`src/chse_pkg.sv`:
```
// Shared types, codes and saturation helpers for the spline engine.
`timescale 1ns / 1ps
package chse_pkg;

   typedef logic signed [47:0] q_type;
   typedef logic signed [55:0] wide_type;

   localparam q_type    QLIM  = 48'sd70368744177663;
   localparam wide_type WQLIM = 56'sd70368744177663;

   localparam logic [1:0] CMD_CLEAR  = 2'd0;
   localparam logic [1:0] CMD_APPEND = 2'd1;
   localparam logic [1:0] CMD_EVAL   = 2'd2;
   localparam logic [1:0] CMD_FINDMIN = 2'd3;

   localparam logic [1:0] STAT_OK     = 2'd0;
   localparam logic [1:0] STAT_FULL   = 2'd1;
   localparam logic [1:0] STAT_NOSEG  = 2'd2;
   localparam logic [1:0] STAT_NOMIN  = 2'd3;

   localparam logic [1:0] MU_MUL  = 2'd0;
   localparam logic [1:0] MU_DIV  = 2'd1;
   localparam logic [1:0] MU_SQRT = 2'd2;

   typedef struct packed {
      logic [31:0] pos;
      logic [31:0] val;
      logic [31:0] slope;
   } knot_type;

   typedef struct packed {
      logic [1:0]  cmd;
      logic [31:0] pos;
      logic [31:0] val;
      logic [31:0] slope;
      logic [31:0] qx;
      logic [1:0]  ord;
   } req_type;

   typedef struct packed {
      logic [1:0]  op;
      logic [47:0] a;
      logic [47:0] b;
   } mu_req_type;

   function automatic wide_type wq(input logic signed [47:0] v);
      return {{8{v[47]}}, v};
   endfunction

   function automatic q_type ext32(input logic signed [31:0] v);
      return {{16{v[31]}}, v};
   endfunction

   function automatic wide_type w32(input logic signed [31:0] v);
      return {{24{v[31]}}, v};
   endfunction

   function automatic q_type sat48(input wide_type v);
      if (v > WQLIM) return QLIM;
      if (v < -WQLIM) return -QLIM;
      return v[47:0];
   endfunction

   function automatic logic signed [31:0] sat32(input q_type v);
      if (v > 48'sd2147483647) return 32'sh7FFF_FFFF;
      if (v < -48'sd2147483648) return 32'sh8000_0000;
      return v[31:0];
   endfunction

   // Clamp an unsigned magnitude to QLIM and apply the sign.
   function automatic q_type clampq(input logic [79:0] m, input logic neg);
      logic [47:0] mag;
      mag = (m > 80'(QLIM)) ? QLIM : m[47:0];
      return neg ? -$signed(mag) : $signed(mag);
   endfunction

endpackage

```
`src/chse_math_unit.sv`:
```
// Shared serial arithmetic: rounding multiply, rounding divide, integer square root.
`timescale 1ns / 1ps
module chse_math_unit import chse_pkg::*; (
   input  logic       clock,
   input  logic       reset,
   input  logic       start,
   input  mu_req_type req,
   output logic       done,
   output q_type      result
);

   localparam logic MS_IDLE = 1'b0;
   localparam logic MS_RUN  = 1'b1;

   logic        mst_ff, mst_in;
   logic [1:0]  op_ff, op_in;
   logic        neg_ff, neg_in;
   logic [47:0] ua_ff, ua_in;
   logic [47:0] ub_ff, ub_in;
   logic [95:0] acc_ff, acc_in;
   logic [63:0] num_ff, num_in;
   logic [47:0] rem_ff, rem_in;
   logic [63:0] quo_ff, quo_in;
   logic [63:0] root_ff, root_in;
   logic [63:0] bit_ff, bit_in;
   logic [6:0]  cnt_ff, cnt_in;
   q_type       res_ff, res_in;
   logic        done_ff, done_in;

   q_type       a_s, b_s;
   logic [47:0] ua, ub;
   logic [63:0] prod;
   logic [95:0] acc_nx, rnd;
   logic [48:0] rem_sh;
   logic        ge;
   logic [63:0] quo_nx, trial, root_nx;

   always_comb begin
      a_s    = $signed(req.a);
      b_s    = $signed(req.b);
      ua     = a_s[47] ? 48'(-a_s) : req.a;
      ub     = b_s[47] ? 48'(-b_s) : req.b;
      prod   = ua_ff * ub_ff[47:32];
      acc_nx = {acc_ff[79:0], 16'b0} + {32'b0, prod};
      rnd    = acc_nx + 96'd32768;
      rem_sh = {rem_ff, num_ff[63]};
      ge     = rem_sh >= {1'b0, ub_ff};
      quo_nx = {quo_ff[62:0], ge};
      trial  = root_ff + bit_ff;
      root_nx = (num_ff >= trial) ? ((root_ff >> 1) + bit_ff) : (root_ff >> 1);

      mst_in  = mst_ff;
      op_in   = op_ff;
      neg_in  = neg_ff;
      ua_in   = ua_ff;
      ub_in   = ub_ff;
      acc_in  = acc_ff;
      num_in  = num_ff;
      rem_in  = rem_ff;
      quo_in  = quo_ff;
      root_in = root_ff;
      bit_in  = bit_ff;
      cnt_in  = cnt_ff;
      res_in  = res_ff;
      done_in = 1'b0;

      unique case (mst_ff)
         MS_IDLE: begin
            if (start) begin
               op_in  = req.op;
               neg_in = a_s[47] ^ b_s[47];
               ua_in  = ua;
               ub_in  = ub;
               unique case (req.op)
                  MU_MUL: begin
                     acc_in = '0;
                     cnt_in = 7'd2;
                     mst_in = MS_RUN;
                  end
                  MU_DIV: begin
                     if (ub == '0) begin
                        res_in  = '0;
                        done_in = 1'b1;
                     end else begin
                        num_in = {ua, 16'b0} + {17'b0, ub[47:1]};
                        rem_in = '0;
                        quo_in = '0;
                        cnt_in = 7'd63;
                        mst_in = MS_RUN;
                     end
                  end
                  MU_SQRT: begin
                     num_in  = {ua, 16'b0};
                     root_in = '0;
                     bit_in  = 64'h4000_0000_0000_0000;
                     cnt_in  = 7'd31;
                     mst_in  = MS_RUN;
                  end
                  default: begin
                     res_in  = '0;
                     done_in = 1'b1;
                  end
               endcase
            end
         end
         MS_RUN: begin
            cnt_in = cnt_ff - 7'd1;
            unique case (op_ff)
               MU_MUL: begin
                  // top partial product first, shift the sum up each step
                  acc_in = acc_nx;
                  ub_in  = ub_ff << 16;
                  if (cnt_ff == '0) res_in = clampq(rnd[95:16], neg_ff);
               end
               MU_DIV: begin
                  rem_in = ge ? 48'(rem_sh - {1'b0, ub_ff}) : rem_sh[47:0];
                  num_in = num_ff << 1;
                  quo_in = quo_nx;
                  if (cnt_ff == '0) res_in = clampq({16'b0, quo_nx}, neg_ff);
               end
               default: begin
                  if (num_ff >= trial) num_in = num_ff - trial;
                  root_in = root_nx;
                  bit_in  = bit_ff >> 2;
                  if (cnt_ff == '0) res_in = $signed({16'b0, root_nx[31:0]});
               end
            endcase
            if (cnt_ff == '0) begin
               mst_in  = MS_IDLE;
               done_in = 1'b1;
            end
         end
         default: mst_in = MS_IDLE;
      endcase
   end

   always_ff @(posedge clock) begin
      if (reset) begin
         mst_ff  <= MS_IDLE;
         done_ff <= 1'b0;
      end else begin
         mst_ff  <= mst_in;
         done_ff <= done_in;
      end
      op_ff   <= op_in;
      neg_ff  <= neg_in;
      ua_ff   <= ua_in;
      ub_ff   <= ub_in;
      acc_ff  <= acc_in;
      num_ff  <= num_in;
      rem_ff  <= rem_in;
      quo_ff  <= quo_in;
      root_ff <= root_in;
      bit_ff  <= bit_in;
      cnt_ff  <= cnt_in;
      res_ff  <= res_in;
   end

   assign done   = done_ff;
   assign result = res_ff;

endmodule

```
`config.mk`:
```
export PLATFORM = sky130hd
export DESIGN_NAME = chse_math_unit
export DESIGN_NICKNAME = d
export VERILOG_FILES = /design/src/chse_pkg.sv /design/src/chse_math_unit.sv
export SDC_FILE = /design/constraint.sdc
export NUM_CORES = 2
export LEC_CHECK = 0
export BUFFER_PORTS_ARGS = -buffer_cell sky130_fd_sc_hd__buf_2
export CELL_PAD_IN_SITES_DETAIL_PLACEMENT = 2
export CELL_PAD_IN_SITES_GLOBAL_PLACEMENT = 2
export CORE_MARGIN = 1
export CORE_UTILIZATION = 40
export DETAILED_ROUTE_END_ITERATION = 16
export HOLD_SLACK_MARGIN = 0.06
export PLACE_DENSITY_LB_ADDON = 0.1
export SYNTH_ARGS = -nofsm -noshare
export SYNTH_HDL_FRONTEND = slang
export SYNTH_SLANG_ARGS = --single-unit
```
`constraint.sdc`:
```
create_clock -name clock -period 25.1 [get_ports clock]
set_clock_uncertainty 0.1 [all_clocks]
set_input_delay 5.02 -clock clock [delete_from_list [all_inputs] [get_ports clock]]
set_output_delay 5.02 -clock clock [all_outputs]
set_load 0.02 [all_outputs]
```
==> flow_metrics.py <==
metrics = {
    "detailed_routing": {
        "drcViolationCount": 0,
        "first_pass_iters": 5,
        "finalWirelength_um": 280000,
        "via_per_inst": 5.91,
        "postRouteAntennaNets": 0,
        "drt_iter0_markers": 4156,
        "wl_per_cell_um": 28.1,
        "vias": 58900,
    },
    "clock_network": {
        "clk_latency_ns": 0.71,
        "cts_repair_resize_count": 0,
        "cts_tree": "done",
        "cts_setup_buffers": 0,
        "cts_root_buffer": "clkbuf_16",
        "holdBufCountCts": 0,
        "clk_pin_slew_ns": 0.06,
        "cts_buffers": 74,
        "htree_levels": 3,
        "clock_path_buffers": 3,
        "clock_sinks": 507,
    },
    "global_route": {
        "grt_max_degree": 80,
        "grt_pass1_wl_um": 422000,
        "grt-ovfl-total": 0,
        "grt_pass1_vias": 65100,
        "grt_usage_pct": 33.1,
        "grtUsageMet2_pct": 56.3,
        "busiest_layer": "met2",
        "grtUsageMet3_pct": 2.93,
        "grt_util_met1_pct": 43.6,
        "antenna_found_initial": 22,
    },
    "placed_design": {
        "dp_hpwl_um": 220000,
        "io_buffers": 149,
        "post_dp_cell_area_sq_um": 69900,
        "pre_cts_ws_ns": 10.40,
        "place.gp.congestion": 0.939,
    },
    "floorplanning": {
        "start_util_pct": 40.4,
        "die_area_sq_um": 169000,
        "num_rows": 149,
        "io-pin-count": 150,
        "coreArea_sq_um": 166000,
        "die_y_um": 411,
        "die_x_um": 411,
    },
    "timing": {
        "hold_viol_final": 0,
        "setup_slack_ns": 10.06,
        "slew_headroom_pct": 7.49,
        "period_minus_slack_ns": 15.04,
        "worst_slew_pin_slew_ns": 1.38,
        "fin_crit_sh_pct": 59.9,
        "slew_violations": 0,
        "fmax_mhz": 66.5,
        "setup_tns_ns": 0,
        "final-setup-viol-count": 0,
        "rsz0062_at_grt": "false",
    },
    "critical_path": {
        "critPathKind": "reg2reg",
        "start_kind": "flip-flop",
        "crit_slowest_cell": "a221oi_1",
        "critical_path.most_common_cell": "fa_1",
        "critPathTopFamily": "simple AND/OR/NAND/NOR gates",
        "path_max_fanout": 58,
        "slowest_delay_ns": 0.86,
        "cp.required_ns": 25.42,
        "worst_ep_arrival_time_ns": 15.36,
        "cp-end-kind": "flip-flop",
        "path_buf_inv": 5,
    },
    "logic_synthesis": {
        "yosysTopAreaCell": "edfxtp_1",
        "syn_area_per_cell_sq_um": 8.67,
        "yosysSeqAreaShare_pct": 22.7,
        "syn_area_sq_um": 66900,
        "synth_flop_cell": "edfxtp_1",
        "yosysWarnings": 0,
        "synthCells": 7721,
        "synthTopCellsByArea": "edfxtp_1, fa_1, ha_1",
        "ys_ff_latch": 507,
        "synth_edf_count": 505,
        "synth_top_area_share_pct": 22.7,
        "netlist-cell-type-count": 104,
        "syn-num-nets": 8888,
        "synthArstFlopShare_pct": 0,
    },
    "job": {
        "maxCapViolations": 0,
    },
    "layout": {
        "nets": 8871,
        "finish.instance_area_sq_um": 72600,
        "mostFrequentLayoutCell": "inv_1",
        "layout_common_cells": "inv_1, nand2_1, fa_1, nor2_1, edfxtp_1",
        "drive_gt1_share_pct": 6.04,
        "areaGrowthSynthToFinish_pct": 8.55,
    },
    "status": {
        "outcome": "finished clean",
    },
    "hold_path": {
        "worst_hold_path_type": "reg2reg",
    },
}
-- final cells by class --
cell class              instances  area, sq um
diodes                         12         30.0
clock buffers                  92         1950
clock inverters                46          739
fillers                     18400        92900
inverters                    1009         3790
multi-input cells            5871        46700
flip-flops and latches        507        15200
well taps                    2189         2740
repair buffers                241         1440
-- worst paths after layout --
kind	depth (start not counted)	from	slack (ns)	to
worst min register to register	1	quo_ff[58]	0.46	quo_ff[59]
worst max-delay path	41	ub_ff[43]	10.06	result[42]
worst max register to register	41	ub_ff[43]	10.06	result[42]
worst min-delay path	1	quo_ff[58]	0.46	quo_ff[59]
-- sequential cells by signal, summed over array words and instances, names as in the netlist, 2 cells and up --
| register | flops |
|---|---|
| bit_ff | 32 |
| quo_ff | 63 |
| cnt_ff | 7 |
| ua_ff | 48 |
| ub_ff | 48 |
| root_ff | 64 |
| num_ff | 64 |
| acc_ff | 80 |
| op_ff | 2 |
| rem_ff | 48 |
| result | 48 |
-- per-stage QoR --
step | hold slack (ns) | cells | utilization (%)
after detailed placement | 0.453 | 9817 | 42.2
after global placement | 0.433 | 9817 | 42.2
after global routing | 0.482 | 9959 | 43.9
final | 0.460 | 9967 | 43.9
after floorplan | 0.419 | 7721 | -
after CTS | 0.470 | 9955 | 43.9
-- routing by layer --
metal	up-vias	wire length [um]
met1	30900	120000
li1	26000	-
met5	-	32
met4	6	11100
met3	406	13100
met2	1504	135000
-- cells by family after synthesis --
logic type | count (synthesis) | share of synthesized area [%]
and+or+nand+nor | 2818 | 20.8
AOI/OAI and AO/OA | 1441 | 14.0
buffers and inverters | 1343 | 7.56
adders and majority gates | 1066 | 27.7
xor gates and xnor gates | 509 | 6.67
DFF | 507 | 22.7
muxes | 37 | 0.565
-- cell usage after synthesis, drive strengths merged, types with 73 or more instances --
cell and number:
a211oi 92, a21o 114, a21oi 399, and2 482, clkbuf 300, edfxtp 505
fa 693, ha 373, inv 1007, nand2 879, nand2b 73, nand3 126
nand4 97, nor2 576, nor3 162, nor4 78, o21ai 318, or3 78
xnor2 279, xor2 230
Power is left out: the tool's default activity adds up to more than one toggle a clock period on the data nets, which glitch-free logic cannot reach.
