## config.mk

```make
export PLATFORM = sky130hd
export DESIGN_NAME = chse_sequencer
export DESIGN_NICKNAME = d
export VERILOG_FILES = /design/src/chse_pkg.sv /design/src/chse_sequencer.sv
export SDC_FILE = /design/constraint.sdc
export NUM_CORES = 2
export LEC_CHECK = 0
export ABC_CLOCK_PERIOD_IN_PS = 7900
export BUFFER_PORTS_ARGS = -buffer_cell sky130_fd_sc_hd__buf_4
export CAP_MARGIN = 20
export CORE_ASPECT_RATIO = 1.75
export CORE_MARGIN = 5
export CORE_UTILIZATION = 50
export CTS_CLUSTER_DIAMETER = 100
export DETAILED_ROUTE_END_ITERATION = 6
export PLACE_DENSITY = 0.7
export SETUP_SLACK_MARGIN = 0.2
export SLEW_MARGIN = 20
export SYNTH_ARGS = -nofsm -noshare
export SYNTH_HDL_FRONTEND = slang
export SYNTH_SLANG_ARGS = --single-unit
```

## constraint.sdc

```tcl
create_clock -name clock -period 7.9 [get_ports clock]
set_input_delay 0.395 -clock clock [delete_from_list [all_inputs] [get_ports clock]]
set_output_delay 0.395 -clock clock [all_outputs]
set_load 0.01 [all_outputs]
```

## src/chse_pkg.sv

```systemverilog
// Shared types, codes and saturation helpers for the spline engine.
`timescale 1ns / 1ps
package chse_pkg;

   typedef logic signed [47:0] q_type;
   typedef logic signed [55:0] wide_type;

   localparam q_type    QLIM  = 48'sd70368744177663;
   localparam wide_type WQLIM = 56'sd70368744177663;

   localparam logic [1:0] CMD_CLEAR  = 2'd0;
   localparam logic [1:0] CMD_APPEND = 2'd1;
   localparam logic [1:0] CMD_EVAL   = 2'd2;
   localparam logic [1:0] CMD_FINDMIN = 2'd3;

   localparam logic [1:0] STAT_OK     = 2'd0;
   localparam logic [1:0] STAT_FULL   = 2'd1;
   localparam logic [1:0] STAT_NOSEG  = 2'd2;
   localparam logic [1:0] STAT_NOMIN  = 2'd3;

   localparam logic [1:0] MU_MUL  = 2'd0;
   localparam logic [1:0] MU_DIV  = 2'd1;
   localparam logic [1:0] MU_SQRT = 2'd2;

   typedef struct packed {
      logic [31:0] pos;
      logic [31:0] val;
      logic [31:0] slope;
   } knot_type;

   typedef struct packed {
      logic [1:0]  cmd;
      logic [31:0] pos;
      logic [31:0] val;
      logic [31:0] slope;
      logic [31:0] qx;
      logic [1:0]  ord;
   } req_type;

   typedef struct packed {
      logic [1:0]  op;
      logic [47:0] a;
      logic [47:0] b;
   } mu_req_type;

   function automatic wide_type wq(input logic signed [47:0] v);
      return {{8{v[47]}}, v};
   endfunction

   function automatic q_type ext32(input logic signed [31:0] v);
      return {{16{v[31]}}, v};
   endfunction

   function automatic wide_type w32(input logic signed [31:0] v);
      return {{24{v[31]}}, v};
   endfunction

   function automatic q_type sat48(input wide_type v);
      if (v > WQLIM) return QLIM;
      if (v < -WQLIM) return -QLIM;
      return v[47:0];
   endfunction

   function automatic logic signed [31:0] sat32(input q_type v);
      if (v > 48'sd2147483647) return 32'sh7FFF_FFFF;
      if (v < -48'sd2147483648) return 32'sh8000_0000;
      return v[31:0];
   endfunction

   // Clamp an unsigned magnitude to QLIM and apply the sign.
   function automatic q_type clampq(input logic [79:0] m, input logic neg);
      logic [47:0] mag;
      mag = (m > 80'(QLIM)) ? QLIM : m[47:0];
      return neg ? -$signed(mag) : $signed(mag);
   endfunction

endpackage

```

## src/chse_sequencer.sv

```systemverilog
// Command sequencer: table access, segment search, coefficients, Horner and minimum scan.
`timescale 1ns / 1ps
module chse_sequencer import chse_pkg::*; #(
   parameter int MAX_KNOTS = 64,
   parameter int AW        = 6,
   parameter int CW        = 7
) (
   input  logic              clock,
   input  logic              reset,
   input  logic              req_valid,
   output logic              req_ready,
   input  req_type           req,
   output logic              rsp_valid,
   input  logic              rsp_ready,
   output logic [31:0]       rsp_value,
   output logic [1:0]        rsp_status,
   output logic              mu_start,
   output mu_req_type        mu_req,
   input  logic              mu_done,
   input  q_type             mu_result,
   output logic              wr_en,
   output logic [AW-1:0]     wr_addr,
   output knot_type          wr_data,
   output logic [AW-1:0]     rd_addr,
   input  knot_type          rd_data
);

   localparam logic [4:0] ST_IDLE    = 5'd0;
   localparam logic [4:0] ST_DONE    = 5'd1;
   localparam logic [4:0] ST_WAIT    = 5'd2;
   localparam logic [4:0] ST_EV_SRCH = 5'd3;
   localparam logic [4:0] ST_EV_RD0  = 5'd4;
   localparam logic [4:0] ST_EV_RD1  = 5'd5;
   localparam logic [4:0] ST_CF_DF   = 5'd6;
   localparam logic [4:0] ST_CF_C2   = 5'd7;
   localparam logic [4:0] ST_CF_C3A  = 5'd8;
   localparam logic [4:0] ST_CF_C3B  = 5'd9;
   localparam logic [4:0] ST_CF_END  = 5'd10;
   localparam logic [4:0] ST_HN_INIT = 5'd11;
   localparam logic [4:0] ST_HN_MUL  = 5'd12;
   localparam logic [4:0] ST_HN_ADD  = 5'd13;
   localparam logic [4:0] ST_EV_END  = 5'd14;
   localparam logic [4:0] ST_FM_X0   = 5'd15;
   localparam logic [4:0] ST_FM_XN   = 5'd16;
   localparam logic [4:0] ST_FM_SEG  = 5'd17;
   localparam logic [4:0] ST_FM_AB   = 5'd18;
   localparam logic [4:0] ST_FM_AC   = 5'd19;
   localparam logic [4:0] ST_FM_DISC = 5'd20;
   localparam logic [4:0] ST_FM_SQ   = 5'd21;
   localparam logic [4:0] ST_FM_T    = 5'd22;
   localparam logic [4:0] ST_FM_R2   = 5'd23;
   localparam logic [4:0] ST_FM_NEXT = 5'd24;
   localparam logic [4:0] ST_FM_FIN  = 5'd25;

   localparam logic RET_CMD  = 1'b0;
   localparam logic RET_TRY  = 1'b1;
   localparam logic CF_EVAL  = 1'b0;
   localparam logic CF_FMIN  = 1'b1;

   logic [4:0]         state_ff, state_in;
   logic [4:0]         ret_ff, ret_in;
   logic [CW-1:0]      count_ff, count_in;
   logic [AW-1:0]      i_ff, i_in;
   logic [AW-1:0]      p_ff, p_in;
   q_type              ex_ff, ex_in;
   logic [1:0]         ord_ff, ord_in;
   logic               eret_ff, eret_in;
   logic               cret_ff, cret_in;
   logic               tret_ff, tret_in;
   logic signed [31:0] p0_ff, p0_in, v0_ff, v0_in, s0_ff, s0_in;
   logic signed [31:0] p1_ff, p1_in, v1_ff, v1_in, s1_ff, s1_in;
   q_type              df_ff, df_in, c2_ff, c2_in, c3_ff, c3_in;
   q_type              t_ff, t_in, acc_ff, acc_in;
   logic [1:0]         k_ff, k_in;
   logic signed [31:0] xp_ff, xp_in, xmin_ff, xmin_in, xmax_ff, xmax_in;
   q_type              fa_ff, fa_in, fb_ff, fb_in, fs_ff, fs_in, m1_ff, m1_in;
   logic               found_ff, found_in;
   logic signed [31:0] bv_ff, bv_in, bx_ff, bx_in, tv_ff, tv_in;
   logic [31:0]        res_ff, res_in;
   logic [1:0]         rst_ff, rst_in;
   logic               ov_ff, ov_in;
   logic [31:0]        oval_ff, oval_in;
   logic [1:0]         ost_ff, ost_in;

   q_type              h, disc, fa_c, fb_c, tx, two_a;
   wide_type           addend;
   logic signed [31:0] r32;
   logic [4:0]         cont_st;

   always_comb begin
      h      = ext32(p1_ff) - ext32(p0_ff);
      fa_c   = sat48(3 * wq(c3_ff));
      fb_c   = sat48(2 * wq(c2_ff));
      two_a  = sat48(2 * wq(fa_ff));
      disc   = sat48(wq(m1_ff) - wq(sat48(4 * wq(mu_result))));
      tx     = sat48(w32(xp_ff) + wq(mu_result));
      r32    = sat32(acc_ff);
      cont_st = tret_ff ? ST_FM_NEXT : ST_FM_R2;
      if (k_ff == 2'd3) addend = wq(c2_ff);
      else if (k_ff == 2'd2) addend = (ord_ff == 2'd0) ? w32(s0_ff) : 2 * wq(c2_ff);
      else if (ord_ff == 2'd0) addend = w32(v0_ff);
      else if (ord_ff == 2'd1) addend = w32(s0_ff);
      else addend = 2 * wq(c2_ff);
   end

   always_comb begin
      state_in = state_ff;  ret_in = ret_ff;     count_in = count_ff;
      i_in = i_ff;          p_in = p_ff;         ex_in = ex_ff;
      ord_in = ord_ff;      eret_in = eret_ff;   cret_in = cret_ff;
      tret_in = tret_ff;
      p0_in = p0_ff;  v0_in = v0_ff;  s0_in = s0_ff;
      p1_in = p1_ff;  v1_in = v1_ff;  s1_in = s1_ff;
      df_in = df_ff;  c2_in = c2_ff;  c3_in = c3_ff;
      t_in = t_ff;    acc_in = acc_ff; k_in = k_ff;
      xp_in = xp_ff;  xmin_in = xmin_ff; xmax_in = xmax_ff;
      fa_in = fa_ff;  fb_in = fb_ff;  fs_in = fs_ff; m1_in = m1_ff;
      found_in = found_ff; bv_in = bv_ff; bx_in = bx_ff; tv_in = tv_ff;
      res_in = res_ff; rst_in = rst_ff;
      ov_in = ov_ff && !rsp_ready;
      oval_in = oval_ff; ost_in = ost_ff;
      mu_start = 1'b0;
      mu_req   = '{op: MU_MUL, a: '0, b: '0};
      wr_en    = 1'b0;
      wr_addr  = AW'(count_ff);
      wr_data  = '{pos: req.pos, val: req.val, slope: req.slope};
      rd_addr  = i_ff;

      unique case (state_ff)
         ST_IDLE: begin
            if (req_valid) begin
               res_in = '0;
               rst_in = STAT_OK;
               state_in = ST_DONE;
               unique case (req.cmd)
                  CMD_CLEAR: count_in = '0;
                  CMD_APPEND: begin
                     if ((CW+1)'(count_ff) >= (CW+1)'(MAX_KNOTS)) begin
                        rst_in = STAT_FULL;
                     end else begin
                        wr_en    = 1'b1;
                        count_in = count_ff + CW'(1);
                     end
                  end
                  CMD_EVAL: begin
                     if (count_ff < CW'(2)) begin
                        rst_in = STAT_NOSEG;
                     end else begin
                        ex_in    = ext32(req.qx);
                        ord_in   = req.ord;
                        eret_in  = RET_CMD;
                        cret_in  = CF_EVAL;
                        i_in     = '0;
                        rd_addr  = AW'(1);
                        state_in = ST_EV_SRCH;
                     end
                  end
                  default: begin
                     if (count_ff < CW'(2)) begin
                        rst_in = STAT_NOSEG;
                     end else begin
                        rd_addr  = '0;
                        state_in = ST_FM_X0;
                     end
                  end
               endcase
            end
         end
         ST_DONE: begin
            if (!ov_ff || rsp_ready) begin
               ov_in    = 1'b1;
               oval_in  = res_ff;
               ost_in   = rst_ff;
               state_in = ST_IDLE;
            end
         end
         ST_WAIT: begin
            if (mu_done) state_in = ret_ff;
         end
         ST_EV_SRCH: begin
            // advance while the query lies past the right end of this segment
            if (((CW+1)'(i_ff) + (CW+1)'(2) < (CW+1)'(count_ff))
                && (ex_ff > ext32(rd_data.pos))) begin
               i_in    = i_ff + AW'(1);
               rd_addr = i_ff + AW'(2);
            end else begin
               rd_addr  = i_ff;
               state_in = ST_EV_RD0;
            end
         end
         ST_EV_RD0: begin
            p0_in = rd_data.pos;  v0_in = rd_data.val;  s0_in = rd_data.slope;
            rd_addr  = i_ff + AW'(1);
            state_in = ST_EV_RD1;
         end
         ST_EV_RD1: begin
            p1_in = rd_data.pos;  v1_in = rd_data.val;  s1_in = rd_data.slope;
            state_in = ST_CF_DF;
         end
         ST_CF_DF: begin
            if (h == '0) begin
               if (cret_ff == CF_FMIN) begin
                  state_in = ST_FM_FIN;
               end else if (eret_ff == RET_CMD) begin
                  res_in   = '0;
                  rst_in   = STAT_NOSEG;
                  state_in = ST_DONE;
               end else begin
                  state_in = cont_st;
               end
            end else begin
               mu_start = 1'b1;
               mu_req   = '{op: MU_DIV, a: ext32(v1_ff) - ext32(v0_ff), b: h};
               ret_in   = ST_CF_C2;
               state_in = ST_WAIT;
            end
         end
         ST_CF_C2: begin
            df_in    = mu_result;
            mu_start = 1'b1;
            mu_req   = '{op: MU_DIV,
                         a: sat48(w32(s0_ff) * 2 - wq(mu_result) * 3 + w32(s1_ff)),
                         b: h};
            ret_in   = ST_CF_C3A;
            state_in = ST_WAIT;
         end
         ST_CF_C3A: begin
            c2_in    = -mu_result;
            mu_start = 1'b1;
            mu_req   = '{op: MU_DIV,
                         a: sat48(w32(s0_ff) - wq(df_ff) * 2 + w32(s1_ff)),
                         b: h};
            ret_in   = ST_CF_C3B;
            state_in = ST_WAIT;
         end
         ST_CF_C3B: begin
            mu_start = 1'b1;
            mu_req   = '{op: MU_DIV, a: mu_result, b: h};
            ret_in   = ST_CF_END;
            state_in = ST_WAIT;
         end
         ST_CF_END: begin
            c3_in    = mu_result;
            state_in = (cret_ff == CF_EVAL) ? ST_HN_INIT : ST_FM_AB;
         end
         ST_HN_INIT: begin
            t_in = sat48(wq(ex_ff) - w32(p0_ff));
            unique case (ord_ff)
               2'd0: begin acc_in = c3_ff;                     k_in = 2'd3; end
               2'd1: begin acc_in = sat48(3 * wq(c3_ff));      k_in = 2'd2; end
               2'd2: begin acc_in = sat48(6 * wq(c3_ff));      k_in = 2'd1; end
               default: begin acc_in = sat48(6 * wq(c3_ff));   k_in = 2'd0; end
            endcase
            state_in = (ord_ff == 2'd3) ? ST_EV_END : ST_HN_MUL;
         end
         ST_HN_MUL: begin
            mu_start = 1'b1;
            mu_req   = '{op: MU_MUL, a: t_ff, b: acc_ff};
            ret_in   = ST_HN_ADD;
            state_in = ST_WAIT;
         end
         ST_HN_ADD: begin
            acc_in   = sat48(addend + wq(mu_result));
            k_in     = k_ff - 2'd1;
            state_in = (k_ff == 2'd1) ? ST_EV_END : ST_HN_MUL;
         end
         ST_EV_END: begin
            if (eret_ff == RET_CMD) begin
               res_in   = r32;
               rst_in   = STAT_OK;
               state_in = ST_DONE;
            end else if (ord_ff == 2'd0) begin
               // same segment: rerun Horner for the second derivative
               tv_in    = r32;
               ord_in   = 2'd2;
               state_in = ST_HN_INIT;
            end else begin
               if ((r32 > 32'sd0) && (!found_ff || (tv_ff < bv_ff))) begin
                  found_in = 1'b1;
                  bv_in    = tv_ff;
                  bx_in    = ex_ff[31:0];
               end
               state_in = cont_st;
            end
         end
         ST_FM_X0: begin
            xmin_in  = rd_data.pos;
            rd_addr  = AW'(count_ff - CW'(1));
            state_in = ST_FM_XN;
         end
         ST_FM_XN: begin
            xmax_in  = rd_data.pos;
            p_in     = '0;
            found_in = 1'b0;
            state_in = ST_FM_SEG;
         end
         ST_FM_SEG: begin
            i_in     = p_ff;
            rd_addr  = p_ff;
            cret_in  = CF_FMIN;
            state_in = ST_EV_RD0;
         end
         ST_FM_AB: begin
            fa_in    = fa_c;
            fb_in    = fb_c;
            xp_in    = p0_ff;
            mu_start = 1'b1;
            mu_req   = '{op: MU_MUL, a: fb_c, b: fb_c};
            ret_in   = ST_FM_AC;
            state_in = ST_WAIT;
         end
         ST_FM_AC: begin
            m1_in    = mu_result;
            mu_start = 1'b1;
            mu_req   = '{op: MU_MUL, a: fa_ff, b: ext32(s0_ff)};
            ret_in   = ST_FM_DISC;
            state_in = ST_WAIT;
         end
         ST_FM_DISC: begin
            if (disc < 0) begin
               state_in = ST_FM_NEXT;
            end else if (fa_ff != '0) begin
               mu_start = 1'b1;
               mu_req   = '{op: MU_SQRT, a: disc, b: '0};
               ret_in   = ST_FM_SQ;
               state_in = ST_WAIT;
            end else if (fb_ff != '0) begin
               mu_start = 1'b1;
               mu_req   = '{op: MU_DIV, a: -ext32(s0_ff), b: fb_ff};
               tret_in  = 1'b1;
               ret_in   = ST_FM_T;
               state_in = ST_WAIT;
            end else begin
               state_in = ST_FM_NEXT;
            end
         end
         ST_FM_SQ: begin
            fs_in    = mu_result;
            mu_start = 1'b1;
            mu_req   = '{op: MU_DIV, a: sat48(-wq(mu_result) - wq(fb_ff)), b: two_a};
            tret_in  = 1'b0;
            ret_in   = ST_FM_T;
            state_in = ST_WAIT;
         end
         ST_FM_T: begin
            if ((tx < ext32(xmin_ff)) || (tx > ext32(xmax_ff))) begin
               state_in = cont_st;
            end else begin
               ex_in    = tx;
               ord_in   = 2'd0;
               eret_in  = RET_TRY;
               cret_in  = CF_EVAL;
               i_in     = '0;
               rd_addr  = AW'(1);
               state_in = ST_EV_SRCH;
            end
         end
         ST_FM_R2: begin
            mu_start = 1'b1;
            mu_req   = '{op: MU_DIV, a: sat48(wq(fs_ff) - wq(fb_ff)), b: two_a};
            tret_in  = 1'b1;
            ret_in   = ST_FM_T;
            state_in = ST_WAIT;
         end
         ST_FM_NEXT: begin
            if ((CW+1)'(p_ff) + (CW+1)'(2) < (CW+1)'(count_ff)) begin
               p_in     = p_ff + AW'(1);
               state_in = ST_FM_SEG;
            end else begin
               state_in = ST_FM_FIN;
            end
         end
         ST_FM_FIN: begin
            res_in   = found_ff ? bx_ff : '0;
            rst_in   = found_ff ? STAT_OK : STAT_NOMIN;
            state_in = ST_DONE;
         end
         default: state_in = ST_IDLE;
      endcase
   end

   always_ff @(posedge clock) begin
      if (reset) begin
         state_ff <= ST_IDLE;
         count_ff <= '0;
         ov_ff    <= 1'b0;
      end else begin
         state_ff <= state_in;
         count_ff <= count_in;
         ov_ff    <= ov_in;
      end
      ret_ff <= ret_in;    i_ff <= i_in;        p_ff <= p_in;
      ex_ff <= ex_in;      ord_ff <= ord_in;    eret_ff <= eret_in;
      cret_ff <= cret_in;  tret_ff <= tret_in;
      p0_ff <= p0_in;  v0_ff <= v0_in;  s0_ff <= s0_in;
      p1_ff <= p1_in;  v1_ff <= v1_in;  s1_ff <= s1_in;
      df_ff <= df_in;  c2_ff <= c2_in;  c3_ff <= c3_in;
      t_ff <= t_in;    acc_ff <= acc_in; k_ff <= k_in;
      xp_ff <= xp_in;  xmin_ff <= xmin_in; xmax_ff <= xmax_in;
      fa_ff <= fa_in;  fb_ff <= fb_in;  fs_ff <= fs_in;  m1_ff <= m1_in;
      found_ff <= found_in; bv_ff <= bv_in; bx_ff <= bx_in; tv_ff <= tv_in;
      res_ff <= res_in; rst_ff <= rst_in;
      oval_ff <= oval_in; ost_ff <= ost_in;
   end

   assign req_ready  = (state_ff == ST_IDLE);
   assign rsp_valid  = ov_ff;
   assign rsp_value  = oval_ff;
   assign rsp_status = ost_ff;

endmodule

```

==> results of run 1 <==
## what timing repair did
action | 4_1_cts
cloned | 3
setup buffers | 32
endpoints found under the hold margin | 292
setup endpoints to repair | 122
hold buffers | 131
pin swaps | 67
gates resized for setup | 218
## stage by stage
step                instance area [um2]  setup slack [ps]  hold WS [ps]  std cells
floorplan                         87300               427           400       9722
global placement                  98400              -611           402      12780
CTS                              105000             -44.4          20.8      13130
detailed placement                98400              -534           405      12782
## logic make-up after synthesis
kind of cell | after synthesis | share of synthesized area
AOI/OAI and AO/OA | 3198 | 0.242
and+or+nand+nor | 2703 | 0.153
buffers and inverters | 1325 | 0.0619
adders and majority gates | 997 | 0.156
DFF | 970 | 0.332
xor gates and xnor gates | 466 | 0.0467
muxes | 63 | 0.00777
## layer usage
layer / GRT usage / GRT overflow
met5: 0.0684 / 0
met4: 0.759 / 32
met3: 0.344 / 1
met2: 0.894 / 49
met1: 0.558 / 0
## synth_stat cells, types with 56 or more instances
| master | number |
|---|---|
| sky130_fd_sc_hd__and2_1 | 56 |
| sky130_fd_sc_hd__a211oi_1 | 122 |
| sky130_fd_sc_hd__o211ai_1 | 104 |
| sky130_fd_sc_hd__inv_1 | 807 |
| sky130_fd_sc_hd__nand4_1 | 194 |
| sky130_fd_sc_hd__or3_1 | 76 |
| sky130_fd_sc_hd__xor2_1 | 150 |
| sky130_fd_sc_hd__fa_1 | 152 |
| sky130_fd_sc_hd__nor4_1 | 121 |
| sky130_fd_sc_hd__a21oi_1 | 841 |
| sky130_fd_sc_hd__nand2_1 | 794 |
| sky130_fd_sc_hd__nor3_1 | 218 |
| sky130_fd_sc_hd__edfxtp_1 | 957 |
| sky130_fd_sc_hd__a221oi_1 | 108 |
| sky130_fd_sc_hd__nand3_1 | 220 |
| sky130_fd_sc_hd__o21bai_1 | 82 |
| sky130_fd_sc_hd__nand2b_1 | 95 |
| sky130_fd_sc_hd__buf_4 | 103 |
| sky130_fd_sc_hd__and3_1 | 83 |
| sky130_fd_sc_hd__a21o_1 | 318 |
| sky130_fd_sc_hd__nor2b_1 | 80 |
| sky130_fd_sc_hd__xnor2_1 | 316 |
| sky130_fd_sc_hd__a31oi_1 | 63 |
| sky130_fd_sc_hd__o21a_1 | 135 |
| sky130_fd_sc_hd__o21ai_0 | 706 |
| sky130_fd_sc_hd__ha_1 | 845 |
| sky130_fd_sc_hd__clkbuf_1 | 360 |
| sky130_fd_sc_hd__nor2_1 | 556 |
==> flow_summary_export.csv, run 1 <==
group,metric,value,unit
synthesis,synthesis.yosys.warnings,0,
global_route,grt_use_total,0.622,
placed_design,place.detailed.hpwl,435000,um
run_status,error_line,"[ERROR GRT-0116] Global routing finished with congestion. Check the congestion regions in the DRC Viewer.",
synthesis,post_synth_num_cell_types,118,
clocking,sinks_on_the_clock_net,970,
synthesis,postSynth.topFlopCell,"sky130_fd_sc_hd__edfxtp_1",
floorplanning,die-height,563,um
synthesis,avgSynthCellArea,8.98,um2
clocking,cts_root_buf,"sky130_fd_sc_hd__clkbuf_16",
synthesis,synth.largest_area_cell,"sky130_fd_sc_hd__edfxtp_1",
global_route,grt_pass1_wl,810000,um
synthesis,ys_seq_area_frac,0.332,
floorplanning,chipWidth,326,um
synthesis,syn-cell-area,87300,um2
synthesis,synth-async-reset-ratio,0,
synthesis,synthDominantCellAreaShare,0.329,
synthesis,yosys_register_bits,970,
clocking,cts_buffer_depth,3,
floorplanning,ioPinCount,525,
placed_design,finalWeightedCongestion,1.25,
synthesis,synth_edf_count,957,
synthesis,synthesis.nets,11000,
run_status,status,"aborted with a tool error",
synthesis,postSynthCellCount,9722,
global_route,grt_max_degree,116,
run_status,failing_step,"global routing (5_1_grt)",
floorplanning,placementRows,203,
global_route,via_count_of_the_first_global_routing_pass,100778,
synthesis,synth_top_cells_by_area,"sky130_fd_sc_hd__edfxtp_1, sky130_fd_sc_hd__ha_1, sky130_fd_sc_hd__a21oi_1",
clocking,cts-buffers-inserted,97,
global_route,globalRoute.totalOverflow,82,
clocking,h-tree-depth,3,
placed_design,portBuffers,332,
floorplanning,starting_utilization_of_the_core_area,0.501,
==> run 2: changes to the inputs <==
==> config.mk (replaced) <==
export PLATFORM = sky130hd
export DESIGN_NAME = chse_sequencer
export DESIGN_NICKNAME = d
export VERILOG_FILES = /design/src/chse_pkg.sv /design/src/chse_sequencer.sv
export SDC_FILE = /design/constraint.sdc
export NUM_CORES = 2
export LEC_CHECK = 0
export ABC_CLOCK_PERIOD_IN_PS = 10300
export BUFFER_PORTS_ARGS = -buffer_cell sky130_fd_sc_hd__buf_4
export CAP_MARGIN = 20
export CORE_MARGIN = 5
export CORE_UTILIZATION = 35
export DETAILED_ROUTE_END_ITERATION = 6
export PLACE_DENSITY_LB_ADDON = 0.15
export SLEW_MARGIN = 20
export SYNTH_ARGS = -nofsm -noshare
export SYNTH_HDL_FRONTEND = slang
export SYNTH_SLANG_ARGS = --single-unit
==> constraint.sdc (replaced) <==
create_clock -name clock -period 10.3 [get_ports clock]
set_input_delay 0.515 -clock clock [delete_from_list [all_inputs] [get_ports clock]]
set_output_delay 0.515 -clock clock [all_outputs]
set_load 0.01 [all_outputs]
==> run 2 against run 1 <==
The flow now finishes, with violations (design-rule violations); synthesized cell count unchanged; synthesized area unchanged.
==> flow_summary_export.csv, run 2 <==
group,metric,value,unit
drt,drt.antenna.violating_nets,0,
pwr,design_power_total,12.1,mW
pwr,power_report.internal_total,8.12,mW
placed_design,dpl_worst_slack,-135,ps
floorplanning,die_area,260000,um2
timing,maxSlewHeadroom,0.110,
clocking,path_clk_slew,60,ps
pwr,cellLeakagePower,40.2,nW
run_status,violations_in_the_final_reports,"design-rule violations",
layout,most-common-layout-cells,"sky130_fd_sc_hd__edfxtp_1, sky130_fd_sc_hd__a21oi_1, sky130_fd_sc_hd__ha_1",
pwr,ir_drop_worst_case_vdd,158,uV
worst_setup_path,critical_path.reg2reg.endpoint,"ex_ff[35]",
global_route,grt_max_degree,98,
pwr,pwr-share-clk,0.398,
global_route,use_met1,0.436,
layout,final_area,99700,um2
synthesis,yosys.cell_count.top_type,"sky130_fd_sc_hd__edfxtp_1",
clocking,clk-insertion-delay-late,830,ps
worst_setup_path,reg2regPathDepth,29,
synthesis,synthesis.yosys.warnings,0,
run_status,status,"finished, violations left",
timing,grt_setup_unrepaired,"false",
placed_design,portBuffers,332,
timing,final_min_period_over_clock_period,0.991,
pwr,swShare,0.330,
layout,layout_commonest_cell,"sky130_fd_sc_hd__edfxtp_1",
worst_setup_path,worst_setup_path_start_kind,"flop",
floorplanning,die-height,509,um
floorplanning,starting_utilization_of_the_core_area,0.351,
synthesis,ys_seq_area_frac,0.332,
drt,avgViaCountPerCell,6.27,
drt,post-route-drc-count,2,
synthesis,synthDominantCellAreaShare,0.329,
placed_design,placedInstanceArea,93800,um2
placed_design,finalWeightedCongestion,1.08,
worst_setup_path,ff2ff_setup_slack,710,ps
clocking,sinks_on_the_clock_net,970,
timing,report.final.hold_viol_count,0,
worst_setup_path,worst_setup_path_end,"rd_addr[1]",
global_route,grt_antenna_before_repair,49,
clocking,cts_root_buf,"sky130_fd_sc_hd__clkbuf_16",
synthesis,postSynthCellCount,9722,
pwr,share_comb_of_total_power,0.234,
synthesis,post_synth_num_cell_types,118,
synthesis,avgSynthCellArea,8.98,um2
global_route,via_count_of_the_first_global_routing_pass,80605,
worst_setup_path,cp_max_fo,32,
synthesis,syn-cell-area,87300,um2
layout,fin_cells,13490,
global_route,globalRoute.totalOverflow,0,
synthesis,yosys_register_bits,970,
synthesis,synth_edf_count,957,
clocking,h-tree-depth,4,
job,drv_cap,0,
clocking,cts_buffer_depth,3,
placed_design,place.detailed.hpwl,392000,um
worst_setup_path,worst-endpoint-required,9790,ps
timing,clock.fmax,0.0980,GHz
synthesis,synth_top_cells_by_area,"sky130_fd_sc_hd__edfxtp_1, sky130_fd_sc_hd__ha_1, sky130_fd_sc_hd__a21oi_1",
synthesis,synthesis.nets,11000,
timing,fin_crit,10210,ps
timing,tightestPinTransition,1340,ps
placed_design,placed_cells_incl_taps,13107,
synthesis,synth.largest_area_cell,"sky130_fd_sc_hd__edfxtp_1",
global_route,gr-usage-met3,0.0778,
pwr,p_seq_frac,0.368,
worst_setup_path,critical_path_origin,"xp_ff[11]",
worst_setup_path,critical_path_s_top_delay_family,"compound AO/OA/AOI/OAI gates",
timing,layout_setup_ws,90.7,ps
pwr,power_per_cell_area,122,nW/um2
synthesis,ys_top_cells_by_count,"sky130_fd_sc_hd__edfxtp_1, sky130_fd_sc_hd__ha_1, sky130_fd_sc_hd__a21oi_1, sky130_fd_sc_hd__inv_1, sky130_fd_sc_hd__nand2_1",
clocking,cts_tree,"done",
timing,timing.final.setup_violations,0,
timing,fin_tns_setup,0,ps
global_route,global_route.peak_usage_layer,"met2",
global_route,grt_pass1_wl,636000,um
timing,timing_max_transition_violations_final,0,
synthesis,synth-async-reset-ratio,0,
worst_setup_path,critical_path_depth,28,
worst_setup_path,r2r-start,"xp_ff[11]",
synthesis,postSynth.topFlopCell,"sky130_fd_sc_hd__edfxtp_1",
worst_setup_path,critical_path_buf_inv_count,5,
layout,post_route_cells_drive_above_1_share,0.0988,
global_route,globalRouteMet2Util,0.544,
drt,detailedRoute.firstIterationViolations,10425,
hold_path,min_path_type,"input port to flop",
pwr,p_sw,3.99,mW
floorplanning,fp.coreArea,248000,um2
drt,drt_pre_antenna_iters,7,
drt,totalWireLength,471000,um
clocking,cts-buffers-inserted,131,
worst_setup_path,critical_path.most_common_cell,"sky130_fd_sc_hd__buf_4",
layout,synthToLayoutAreaGrowth,14.1,%
drt,detailroute.via_count,84568,
global_route,grt_use_total,0.348,
worst_setup_path,path_class,"flop to output pin",
floorplanning,chipWidth,509,um
worst_setup_path,worstPathArrival,9690,ps
layout,number_of_nets_in_the_final_layout,11317,
worst_setup_path,crit_path_end_kind,"output pin",
timing,fin_worst_skew,45.1,ps
worst_setup_path,crit_path_top_delay_cell,"sky130_fd_sc_hd__ha_2",
worst_setup_path,critPathMaxStageDelay,710,ps
floorplanning,ioPinCount,525,
drt,wire_length_per_cell,34.9,um
floorplanning,placementRows,183,
run 2: cell counts after synthesis:
Identical to the previous run, type by type.
run 2: kinds of logic (layout without fill, tap and decap cells):
| family | count (synthesis) | after routing | share of synthesized area |
|---|---|---|---|
| fa+ha+maj | 997 | 997 | 0.156 |
| buf+inv | 1325 | 1744 | 0.0619 |
| compound gates | 3198 | 3198 | 0.242 |
| mux | 63 | 63 | 0.00777 |
| simple gates | 2703 | 2703 | 0.153 |
| flops | 970 | 970 | 0.332 |
| other cells | 0 | 19 | 0 |
| xor+xnor | 466 | 466 | 0.0467 |
run 2: metal layers:
layer / vias to the layer above / wire length [um]
met1: 41828 / 184000
met2: 4644 / 207000
met4: 22 / 36600
met3: 1024 / 43700
li1: 37050 / -
met5: - / 119
run 2: power groups by stage:
stage	Combinational [mW]	Clock [mW]	Sequential [mW]
floorplan	1.64	0	4.50
global placement	2.70	0	4.54
detailed placement	2.71	0	4.54
CTS	2.77	4.88	4.45
global route	3.00	5.04	4.45
finish	2.84	4.82	4.45
run 2: timing repair:
item | 4_1_cts | 5_1_grt
gates resized for setup | 7 | 11
endpoints found under the setup margin | 8 | 16
hold buffers | 126 | 0
setup buffers | 0 | 1
hold endpoints to repair | 288 | 0
run 2: cell type report:
cell class	instances	area [um2]
Tap cell	3330	4170
Inverter	812	3060
Clock inverter	84	1080
Antenna cell	19	47.5
Timing Repair Buffer	697	5600
Sequential cell	970	29000
Clock buffer	151	3390
Multi-Input combinational cell	7427	53300
Fill cell	25019	149000
run 2: worst min path at each step:
stage	startpoint	end	slack (ps)	cells past startpoint
after floorplan	rst_ff[0]	rsp_status[0]	400	0
after global routing	req[32]	ex_ff[30]	10	2
after global placement	res_ff[6]	rsp_value[6]	400	0
after detailed placement	res_ff[10]	rsp_value[10]	410	0
after CTS	req[32]	ex_ff[30]	0.5	2
final	req[32]	ex_ff[30]	40	2
run 2: stage by stage:
| step | util | hold slack (ps) |
|---|---|---|
| 5_1_grt | 0.401 | 12.5 |
| 4_1_cts | 0.401 | 0.534 |
| 2_1_floorplan | - | 400 |
| 3_5_place_dp | 0.377 | 405 |
| 6_report | 0.401 | 43.2 |
| 3_3_place_gp | 0.377 | 401 |
(Power assumes the default switching activity.)
